[src/rtl/core/integer_set_table_unit_assert.svh]
// Assertion macros used by the scan engine of the integer set table.
`ifndef INTEGER_SET_TABLE_UNIT_ASSERT_SVH
`define INTEGER_SET_TABLE_UNIT_ASSERT_SVH

`ifndef SYNTHESIS

// Property checked on clk, disabled while arst_n is low.
`define IST_ASSERT(label, prop, msg) \
	label: assert property (@(posedge clk) disable iff (!arst_n) (prop)) else $error(msg);

// Property checked on clk at every edge, reset included.
`define IST_ASSERT_ALWAYS(label, prop, msg) \
	label: assert property (@(posedge clk) (prop)) else $error(msg);

`else

`define IST_ASSERT(label, prop, msg)
`define IST_ASSERT_ALWAYS(label, prop, msg)

`endif

`endif

[src/rtl/core/ist_pkg.sv]
// Package with the sizes, codes and types of the integer set table.
`timescale 1ns / 1ps

package ist_pkg;

	localparam int CAPACITY = 16;
	localparam int IDX_W    = (CAPACITY > 1) ? $clog2(CAPACITY) : 1;
	localparam int KEY_W    = 32;
	localparam int CMD_W    = 2;
	localparam int STATUS_W = 2;

	typedef enum logic [CMD_W-1:0] {
		CMD_CLEAR  = 2'd0,
		CMD_LOOKUP = 2'd1,
		CMD_INSERT = 2'd2,
		CMD_REMOVE = 2'd3
	} cmd_t;

	typedef enum logic [STATUS_W-1:0] {
		ST_DONE     = 2'd0,
		ST_NOTFOUND = 2'd1,
		ST_PRESENT  = 2'd2,
		ST_FULL     = 2'd3
	} status_t;

	typedef enum logic [1:0] {
		ENG_IDLE,
		ENG_SCAN,
		ENG_FINISH,
		ENG_DONE
	} eng_state_t;

	typedef struct packed {
		cmd_t             cmd;
		logic [KEY_W-1:0] key;
	} req_t;

	typedef struct packed {
		logic    ok;
		status_t status;
	} res_t;

endpackage

[src/rtl/core/ist_engine.sv]
// Scan engine of the integer set table: key memory, valid bits and sequencer.
`timescale 1ns / 1ps
`include "integer_set_table_unit_assert.svh"

module ist_engine (
	input  logic          clk,
	input  logic          arst_n,
	input  logic          req_valid,
	output logic          req_ready,
	input  ist_pkg::req_t req,
	output logic          res_valid,
	input  logic          res_ready,
	output ist_pkg::res_t res
);

	localparam logic [ist_pkg::IDX_W-1:0] LAST_IDX = ist_pkg::IDX_W'(ist_pkg::CAPACITY - 1);

	ist_pkg::eng_state_t state_q, state_d;

	logic [ist_pkg::KEY_W-1:0]    key_mem [ist_pkg::CAPACITY];
	logic [ist_pkg::KEY_W-1:0]    rdata_s1;
	logic [ist_pkg::CAPACITY-1:0] slot_valid_q;

	ist_pkg::cmd_t             cmd_q;
	logic [ist_pkg::KEY_W-1:0] key_q;
	logic [ist_pkg::IDX_W-1:0] addr_q;
	logic                      issue_done_q;
	logic                      chk_vld_s1;
	logic [ist_pkg::IDX_W-1:0] chk_addr_s1;
	logic                      hit_q;
	logic [ist_pkg::IDX_W-1:0] hit_idx_q;
	logic                      free_found_q;
	logic [ist_pkg::IDX_W-1:0] free_idx_q;
	ist_pkg::res_t             res_q;

	logic req_fire;
	logic rd_en;
	logic wr_en;
	logic rm_en;
	logic cmp_en;
	logic hit_now;
	logic free_now;
	logic scan_end;

	assign req_fire = req_valid && req_ready;
	assign cmp_en   = chk_vld_s1 && (state_q == ist_pkg::ENG_SCAN);
	assign hit_now  = cmp_en && slot_valid_q[chk_addr_s1] && (rdata_s1 == key_q);
	assign free_now = cmp_en && !slot_valid_q[chk_addr_s1] && !free_found_q;
	assign scan_end = cmp_en && (hit_now || (chk_addr_s1 == LAST_IDX));

	// Next state.
	always_comb begin
		state_d = state_q;
		unique case (state_q)
			ist_pkg::ENG_IDLE: begin
				if (req_fire) begin
					state_d = (req.cmd == ist_pkg::CMD_CLEAR) ? ist_pkg::ENG_DONE
					                                         : ist_pkg::ENG_SCAN;
				end
			end
			ist_pkg::ENG_SCAN: begin
				if (scan_end) begin
					state_d = ist_pkg::ENG_FINISH;
				end
			end
			ist_pkg::ENG_FINISH: begin
				state_d = ist_pkg::ENG_DONE;
			end
			ist_pkg::ENG_DONE: begin
				if (res_ready) begin
					state_d = ist_pkg::ENG_IDLE;
				end
			end
			default: begin
				state_d = ist_pkg::ENG_IDLE;
			end
		endcase
	end

	// Outputs of the sequencer.
	always_comb begin
		req_ready = (state_q == ist_pkg::ENG_IDLE);
		res_valid = (state_q == ist_pkg::ENG_DONE);
		rd_en     = (state_q == ist_pkg::ENG_SCAN) && !issue_done_q;
		wr_en     = (state_q == ist_pkg::ENG_FINISH) && (cmd_q == ist_pkg::CMD_INSERT) &&
		            !hit_q && free_found_q;
		rm_en     = (state_q == ist_pkg::ENG_FINISH) && (cmd_q == ist_pkg::CMD_REMOVE) && hit_q;
	end

	always_ff @(posedge clk or negedge arst_n) begin
		if (!arst_n) begin
			state_q <= ist_pkg::ENG_IDLE;
		end else begin
			state_q <= state_d;
		end
	end

	// Key memory. The sequencer never reads and writes in the same cycle, and a write
	// lands at the end of one request, before the next request issues any read.
	always_ff @(posedge clk) begin
		if (wr_en) begin
			key_mem[free_idx_q] <= key_q;
		end
		if (rd_en) begin
			rdata_s1 <= key_mem[addr_q];
		end
	end

	always_ff @(posedge clk or negedge arst_n) begin
		if (!arst_n) begin
			slot_valid_q <= '0;
		end else if (req_fire && (req.cmd == ist_pkg::CMD_CLEAR)) begin
			slot_valid_q <= '0;
		end else if (wr_en) begin
			slot_valid_q[free_idx_q] <= 1'b1;
		end else if (rm_en) begin
			slot_valid_q[hit_idx_q] <= 1'b0;
		end
	end

	// Scan control.
	always_ff @(posedge clk or negedge arst_n) begin
		if (!arst_n) begin
			addr_q       <= '0;
			issue_done_q <= 1'b0;
			chk_vld_s1   <= 1'b0;
			hit_q        <= 1'b0;
			free_found_q <= 1'b0;
		end else begin
			chk_vld_s1 <= rd_en;
			if (req_fire) begin
				addr_q       <= '0;
				issue_done_q <= 1'b0;
				hit_q        <= 1'b0;
				free_found_q <= 1'b0;
			end else begin
				if (rd_en) begin
					addr_q       <= addr_q + 1'b1;
					issue_done_q <= (addr_q == LAST_IDX);
				end
				if (hit_now) begin
					hit_q <= 1'b1;
				end
				if (free_now) begin
					free_found_q <= 1'b1;
				end
			end
		end
	end

	always_ff @(posedge clk) begin
		if (req_fire) begin
			cmd_q <= req.cmd;
			key_q <= req.key;
		end
		if (rd_en) begin
			chk_addr_s1 <= addr_q;
		end
		if (hit_now) begin
			hit_idx_q <= chk_addr_s1;
		end
		if (free_now) begin
			free_idx_q <= chk_addr_s1;
		end
	end

	// Result register.
	always_ff @(posedge clk) begin
		if (req_fire && (req.cmd == ist_pkg::CMD_CLEAR)) begin
			res_q.ok     <= 1'b1;
			res_q.status <= ist_pkg::ST_DONE;
		end else if (state_q == ist_pkg::ENG_FINISH) begin
			unique case (cmd_q)
				ist_pkg::CMD_INSERT: begin
					if (hit_q) begin
						res_q.ok     <= 1'b1;
						res_q.status <= ist_pkg::ST_PRESENT;
					end else if (free_found_q) begin
						res_q.ok     <= 1'b1;
						res_q.status <= ist_pkg::ST_DONE;
					end else begin
						res_q.ok     <= 1'b0;
						res_q.status <= ist_pkg::ST_FULL;
					end
				end
				ist_pkg::CMD_LOOKUP, ist_pkg::CMD_REMOVE, ist_pkg::CMD_CLEAR: begin
					res_q.ok     <= hit_q;
					res_q.status <= hit_q ? ist_pkg::ST_DONE : ist_pkg::ST_NOTFOUND;
				end
				default: begin
					res_q.ok     <= 1'b0;
					res_q.status <= ist_pkg::ST_NOTFOUND;
				end
			endcase
		end
	end

	assign res = res_q;

	`IST_ASSERT(a_clear_empties, (req_fire && (req.cmd == ist_pkg::CMD_CLEAR)) |=> (slot_valid_q == '0), "clear left a slot valid")
	`IST_ASSERT(a_insert_free_slot, wr_en |-> !slot_valid_q[free_idx_q], "insert overwrote a valid slot")
	`IST_ASSERT(a_full_only_when_full, ((state_q == ist_pkg::ENG_FINISH) && (cmd_q == ist_pkg::CMD_INSERT) && !hit_q && !free_found_q) |-> (&slot_valid_q), "full reported with a free slot")
	`IST_ASSERT(a_ok_matches_status, res_valid |-> (res_q.ok == ((res_q.status == ist_pkg::ST_DONE) || (res_q.status == ist_pkg::ST_PRESENT))), "ok flag disagrees with status")

endmodule

[src/rtl/core/integer_set_table_unit.sv]
// Integer set table: a bounded set of 32-bit keys held in a scanned key memory.
// Commands: a clear empties the set at once; other commands scan one slot per cycle
// through the key memory read port, ending early on a hit, then register the result.
// Requests: the engine takes a new request only when idle, after the last result
// has moved to the output register; the next request is taken while a result waits.
// Reset: arst_n clears all valid bits at once, so the set is empty with no sweep.
`timescale 1ns / 1ps

module integer_set_table_unit (
	input  logic        clk,
	input  logic        arst_n,
	input  logic        s_tvalid,
	output logic        s_tready,
	input  logic [31:0] s_tdata,  // [31:0] key
	input  logic [1:0]  s_tuser,  // [1:0] cmd
	output logic        m_tvalid,
	input  logic        m_tready,
	output logic [7:0]  m_tdata   // [0] ok, [2:1] status, [7:3] zero
);

	ist_pkg::req_t req;
	ist_pkg::res_t res;
	logic          res_valid;
	logic          res_ready;
	logic          out_valid_q;
	ist_pkg::res_t out_q;

	assign req.cmd = ist_pkg::cmd_t'(s_tuser);
	assign req.key = s_tdata;

	ist_engine u_engine (
		.clk       (clk),
		.arst_n    (arst_n),
		.req_valid (s_tvalid),
		.req_ready (s_tready),
		.req       (req),
		.res_valid (res_valid),
		.res_ready (res_ready),
		.res       (res)
	);

	// Output register: takes a new result whenever it is empty or being drained.
	assign res_ready = !out_valid_q || m_tready;

	always_ff @(posedge clk or negedge arst_n) begin
		if (!arst_n) begin
			out_valid_q <= 1'b0;
		end else if (res_valid && res_ready) begin
			out_valid_q <= 1'b1;
		end else if (m_tready) begin
			out_valid_q <= 1'b0;
		end
	end

	always_ff @(posedge clk) begin
		if (res_valid && res_ready) begin
			out_q <= res;
		end
	end

	assign m_tvalid = out_valid_q;
	assign m_tdata  = {5'b0, out_q.status, out_q.ok};

endmodule
[config.mk]
export PLATFORM = sky130hd
export DESIGN_NAME = integer_set_table_unit
export DESIGN_NICKNAME = d
export VERILOG_FILES = /design/src/rtl/core/ist_pkg.sv /design/src/rtl/core/ist_engine.sv /design/src/rtl/core/integer_set_table_unit.sv
export VERILOG_INCLUDE_DIRS = /design/src /design/src/rtl/core
export SDC_FILE = /design/constraint.sdc
export NUM_CORES = 1
export LEC_CHECK = 0
export BUFFER_PORTS_ARGS = -buffer_cell sky130_fd_sc_hd__buf_2
export CORE_AREA = 2 2 264 266
export DETAILED_ROUTE_END_ITERATION = 12
export DIE_AREA = 0 0 266 268
export GPL_TIMING_DRIVEN = 0
export PLACE_DENSITY = 0.61
export RECOVER_POWER = 50
export SYNTH_ARGS = -nofsm -noshare
export SYNTH_HDL_FRONTEND = slang
export SYNTH_HIERARCHICAL = 1
export SYNTH_SLANG_ARGS = --single-unit
[constraint.sdc]
create_clock -name clk -period 3.8 [get_ports clk]
set_input_delay 0.38 -clock clk [delete_from_list [all_inputs] [get_ports clk]]
set_output_delay 0.38 -clock clk [all_outputs]
set_load 0.03 [all_outputs]
== After elaboration in Yosys (flattened, before gate mapping) ==
Memory sizes are Yosys's and may differ from the RTL's. A register that Yosys moved wholly into a read port is not among the register bits.
Index checks and enable logic that the tools add are counted.
Operators by class
  reductions and logical operators: 34
  mux-type cells: 30
  equal/unequal tests: 12
  magnitude comparators: 5
  bitwise operators: 3
  $add $sub $neg: 1
Operators by type and width (number)
  two-way mux 16 bit: 3
  equality test 32 bit: 1
  logical AND 1 bit: 17
  bitwise AND 16 bit: 1
  inverter 16 bit: 1
  bitwise OR 16 bit: 1
  < comparator 4 x 5 -> 1 bit, second input constant: 3
  two-way mux 1 bit: 14
  demux 1 bit (select 4 bit): 2
  equality test 2 bit, second input constant: 4
  equality test 4 bit, second input constant: 2
  >= comparator 4 x 1 -> 1 bit, second input constant: 2
  two-way mux 2 bit: 4
  two-way mux 4 bit: 2
  case mux 2 bit (4 select lines): 1
  nonzero test 2 bit: 4
  logical NOT 2 bit: 3
  two-way mux 3 bit: 2
  case mux 3 bit (2 select lines): 1
  logical NOT 1 bit: 5
  adder 4 x 1 -> 4 bit, second input constant: 1
  binary-select mux 1 bit (select 4 bit): 1
  equality test 2 x 1 -> 1 bit, second input constant: 2
  != test 2 x 1 -> 1 bit, second input constant: 2
  other kinds (5): 6
Word-level totals
  input port bits: 38
  memories kept: 1
  register bits: 79
  output and inout port bits: 10
  memory bits (writable): 512
Memories
  u_engine.key_mem: depth 16, width 32, read ports 1, clocked after Yosys merged registers in 1, wr ports 1, line ist_engine.sv:20  | logic [ist_pkg::KEY_W-1:0] key_mem [ist_pkg::CAPACITY];

== Logic depth before layout (Yosys ltp) ==
  word-level depth: 9
  mapped depth: 8

== Modules after synthesis ==
Netlist, hierarchy kept.
By module, submodules not included
  ist_engine: area each 23507.5 µm², instances 1, cells each 997
  integer_set_table_unit: area each 185.2 µm², instances 1, cells each 13

== Worst setup path after synthesis ==
No wires, ideal clock.
  path kind: register -> register
  from: reg u_engine.state_q[0]
  to: reg u_engine/slot_valid_q[12] in the netlist's numbering
  clock period less this slack: 3.964 ns
  setup slack: -0.164 ns
  stages on the path, launching flop included: 9
  arrival: 3.881 ns
  cells stage by stage: dfrtp_1 inv_1 ha_1 and3_1 buf_2 nand3_1 nor3_1 o32ai_1 nor2_1
Between the ends
  longest elaborated chain between the ends: 6
  elaborated cells between the ends (all ways): 12
  those cells by class: eq/ne (1); mux (2); reduce/logical (9)
Ends and longest elaborated chain
  from (decl): line ist_engine.sv:18  | ist_pkg::eng_state_t state_q, state_d;
  from (signal assigned): line ist_engine.sv:92  | state_q <= ist_pkg::ENG_IDLE;
  from (signal assigned): line ist_engine.sv:94  | state_q <= state_d;
  equality test 2 bit: line ist_engine.sv:85, ist_engine.sv:87
  logical AND 1 bit (2 in series): line ist_engine.sv:85  | wr_en = (state_q == ist_pkg::ENG_FINISH) && (cmd_q == ist_pkg::CMD_INSERT) &&
  logical AND 1 bit: line ist_engine.sv:86  | !hit_q && free_found_q;
  two-way mux 16 bit: line ist_engine.sv:114  | end else if (wr_en) begin
  two-way mux 16 bit: line ist_engine.sv:112  | end else if (req_fire && (req.cmd == ist_pkg::CMD_CLEAR)) begin
  to (signal assigned): line ist_engine.sv:111  | slot_valid_q <= '0;
  to (signal assigned): line ist_engine.sv:113  | slot_valid_q <= '0;
  to (signal, indexed assignment): line ist_engine.sv:115  | slot_valid_q[free_idx_q] <= 1'b1;
  to (decl): line ist_engine.sv:22  | logic [ist_pkg::CAPACITY-1:0] slot_valid_q;
Several ways; a longest one is shown, not always the timed one.
A chain may end at the register's enable or synchronous reset.

== Final worst setup path ==
  from: reg u_engine/key_q[20] in the netlist's numbering
  to: reg u_engine/hit_idx_q[0] in the netlist's numbering, enable pin
Between the ends
  longest elaborated chain between the ends: 2
Ends and longest elaborated chain
  from (decl): line ist_engine.sv:25  | logic [ist_pkg::KEY_W-1:0] key_q;
  from (signal assigned): line ist_engine.sv:154  | key_q <= req.key;
  equality test 32 bit: line ist_engine.sv:47  | assign hit_now = cmp_en && slot_valid_q[chk_addr_s1] && (rdata_s1 == key_q);
  logical AND 1 bit: line ist_engine.sv:47
  net u_engine.hit_now: line ist_engine.sv:41  | logic hit_now;
  to (signal assigned): line ist_engine.sv:160  | hit_idx_q <= chk_addr_s1;
  to (decl): line ist_engine.sv:31  | logic [ist_pkg::IDX_W-1:0] hit_idx_q;
The timed path passes the listed nets, and every way through them passes these cells.

==> metrics <==
status finished with violations; violated checks capacitance limit, slew limit; cts bufs inserted 61; Power Density 487 nW/um^2; Setup crit end kind flip-flop; Top Family by Delay on Critical Path simple AND/OR/NAND/NOR gates; most frequent cells in the layout edfxtp_1 (593), mux4_2 (164), clkbuf_16 (61); skew final 0.0136 ns; Int Power 11100 uW; Layout Area Growth over Synthesis 18.2%; routed wire length 51.8 mm; flops & latches, synth between 600 and 700; final setup TNS 0 ns; DIE AREA 71300 um^2; largest net degree at the start of global routing 42; sw frac 0.184; maxcap violations 2; synthesized area per cell 23.5 um^2; Layout fillers 5923; final hold vios 0; # diodes 0; Total GRT Usage 0.148; largest cells by area after synthesis edfxtp_1 (75%), mux4_2 (16%), dfrtp_1 (2.9%); combinational power share 0.005; Mapped Area 23700 um^2; post-route DRC violation count 0; placer's final routability congestion estimate 0.765; Period minus WS final roughly 3 ns; Detailed Route Iter0 Violations 1029; # Post-CTS Setup Buffers 0; multi-input gate area in the final layout 4950 um^2; maximum vdd drop 0.000313 V; Skew-Pair Late Insertion Delay 0.62 ns; Die Y 268 um; Final period util 0.807; TritonCTS clock tree done; nets around 1200; Syn Inst Count 1010; crit-path cells xor2_1, nor4_1, nand4_1, nor4_2, and2_1; crit path max-delay cell type nor4_1; register clock-pin slew on the reported worst setup and hold paths roughly 0.06 ns; H-tree Lvls 2; HPWL Detailed about 32 mm; placed cell areas approximately 26000 um^2; fraction of layout instances using a drive strength above 1 0.288; Port Buffers 42; vias in the first global route 11400; Seq pwr share 0.544; Max FO, Critical Path 17; Via density roughly 5; Max Freq 326 MHz; DR pass1 iterations 5; first-pass GRT wire length around 76 mm; Async SR Flop Fraction 0.0433; routed len/inst 24.6 um; initial antenna violation count 0; Ports 48; area occupied by registers 18500 um^2; Max Slew Vio Count 28; area leader, netlist edfxtp_1; clock root buffer master clkbuf_16; RSZ-0062 raised after global routing false; Worst Slack Setup Final around 0.73 ns; Worst setup SP type flip-flop; WS Path Type flip-flop to flip-flop; Hold Crit Class input pin to flip-flop; clock power share 0.452; most common cell after layout, fill and taps aside edfxtp_1; crit path buf inv count 0; core box area 68200 um^2; Placed Instances 1960; Post-CTS Resized 0; Yosys warnings 6; Synth cell types 49; grt ovf 0; slew margin rel. -0.0457; switching pwr 2510 uW; CP max stage delay 0.69 ns; top-area cell type share of the netlist area 0.752; Top FF cell, synth edfxtp_1; Initial Util 0.347; number of synthesized flops with an enable pin 593; static leakage 0.00900 uW; Worst Path Required ~4.1 ns; CTS sink cnt 623; non-filler instance count after layout 2105; setup violators final 0; pre-CTS setup slack 0.721 ns; Arrival @ worst endpoint 3.37 ns; sequential cell area fraction in the yosys report 0.783; Via Count 10800; worst hold slack 0.0533 ns; Final ANT Viol Nets 0; clock buffer depth 3; Finished Cell Area 28000 um^2; Die W 266 um; Least-Margin Pin Slew 1.57 ns; number of core rows 96
registers in the layout, indices dropped and copies added (netlist names):
register	flops
m_tvalid	1
u_engine/rdata_s1	32
u_engine/state_q	2
u_engine/addr_q	4
m_tdata	3
u_engine/chk_addr_s1	4
u_engine/cmd_q	2
u_engine/free_found_q	1
u_engine/res	3
u_engine/hit_idx_q	4
u_engine/slot_valid_q	16
u_engine/key_q	32
u_engine/free_idx_q	4
u_engine/issue_done_q	1
u_engine/chk_vld_s1	1
u_engine/key_mem	512
u_engine/hit_q	1
cell type report:
| class | instances | share of cell area |
|---|---|---|
| Inverter | 14 | 0.00192 |
| Sequential cell | 623 | 0.662 |
| Tap cell | 882 | 0.0394 |
| Clock buffer | 72 | 0.0560 |
| Buffer | 48 | 0.0104 |
| Clock inverter | 38 | 0.0165 |
| Timing Repair Buffer | 99 | 0.0366 |
| Multi-Input combinational cell | 329 | 0.177 |
through the flow:
| stage | power [uW] | util |
|---|---|---|
| 6_report | 13600 | 0.410 |
| 2_1_floorplan | 7560 | - |
| 3_3_place_gp | 7590 | 0.367 |
| 4_1_cts | 13800 | 0.411 |
| 5_1_grt | 14000 | 0.410 |
| 3_5_place_dp | 7590 | 0.376 |
path summary, 6_finish.rpt:
path                                         start                       end  slack [ns]  cells past startpoint
worst max-delay path            u_engine/key_q[20]     u_engine/hit_idx_q[0]        0.73                      5
worst min-delay path                      m_tready                  m_tvalid        0.05                      3
worst max register to register  u_engine/key_q[20]     u_engine/hit_idx_q[0]        0.73                      5
worst min register to register     u_engine/res[2]                m_tdata[0]        0.44                      0
max in group asynchronous                   arst_n  u_engine/slot_valid_q[7]        2.19                      2
min in group asynchronous                   arst_n        u_engine/addr_q[2]        0.69                      2
kinds of logic after synthesis:
family          count (synthesis)  synth area share
flops                         623             0.783
mux                           171             0.159
simple gates                   92            0.0199
buf+inv                        62            0.0145
xor+xnor                       30            0.0111
compound gates                 26            0.0103
fa+ha+maj                       5           0.00264
other cells                     1          0.000158
power by group through the flow:
| stage | clock network, uW | logic [uW] | registers, uW |
|---|---|---|---|
| 4_1_cts | 6280 | 67.0 | 7410 |
| 5_1_grt | 6550 | 71.7 | 7400 |
| 2_1_floorplan | 0 | 11.4 | 7550 |
| 6_report | 6150 | 64.0 | 7410 |
| 3_5_place_dp | 0 | 37.6 | 7550 |
| 3_3_place_gp | 0 | 37.8 | 7550 |
routing by layer:
layer | GRT usage | up-vias | part of all wire | wire length, um
met5 | 0 | - | 0 | 0
met4 | 0.0399 | 0 | 0.022 | 1160
met3 | 0.0287 | 79 | 0.053 | 2760
met2 | 0.254 | 314 | 0.51 | 26200
met1 | 0.193 | 5826 | 0.42 | 21600
li1 | - | 4615 | - | -
worst reg2reg max path: stages (launching register included):
cell      delay [ns]
edfxtp_1        0.60
xor2_1          0.27
nor4_1          0.69
nand4_1         0.20
nor4_2          0.65
and2_1          0.36
timing repair:
| action | 4_1_cts | 5_1_grt |
|---|---|---|
| endpoints found under the hold margin | 61 | 0 |
| endpoints found under the setup margin | 0 | 0 |
| hold buffers | 35 | 0 |
Yosys cell counts, types with 5 or more instances:
library cell	n
o221a_2	8
buf_6	11
xnor2_1	7
nand3_1	9
nand2_1	9
mux4_2	164
clkbuf_1	17
inv_1	13
mux2i_1	7
nor2_1	33
nor4_1	8
xor2_1	23
dfrtp_1	27
buf_4	5
buf_2	7
nor2b_1	5
ha_1	5
buf_1	8
nand4_1	5
nor3_1	9
edfxtp_1	593
Power figures use the tool's default switching activity.
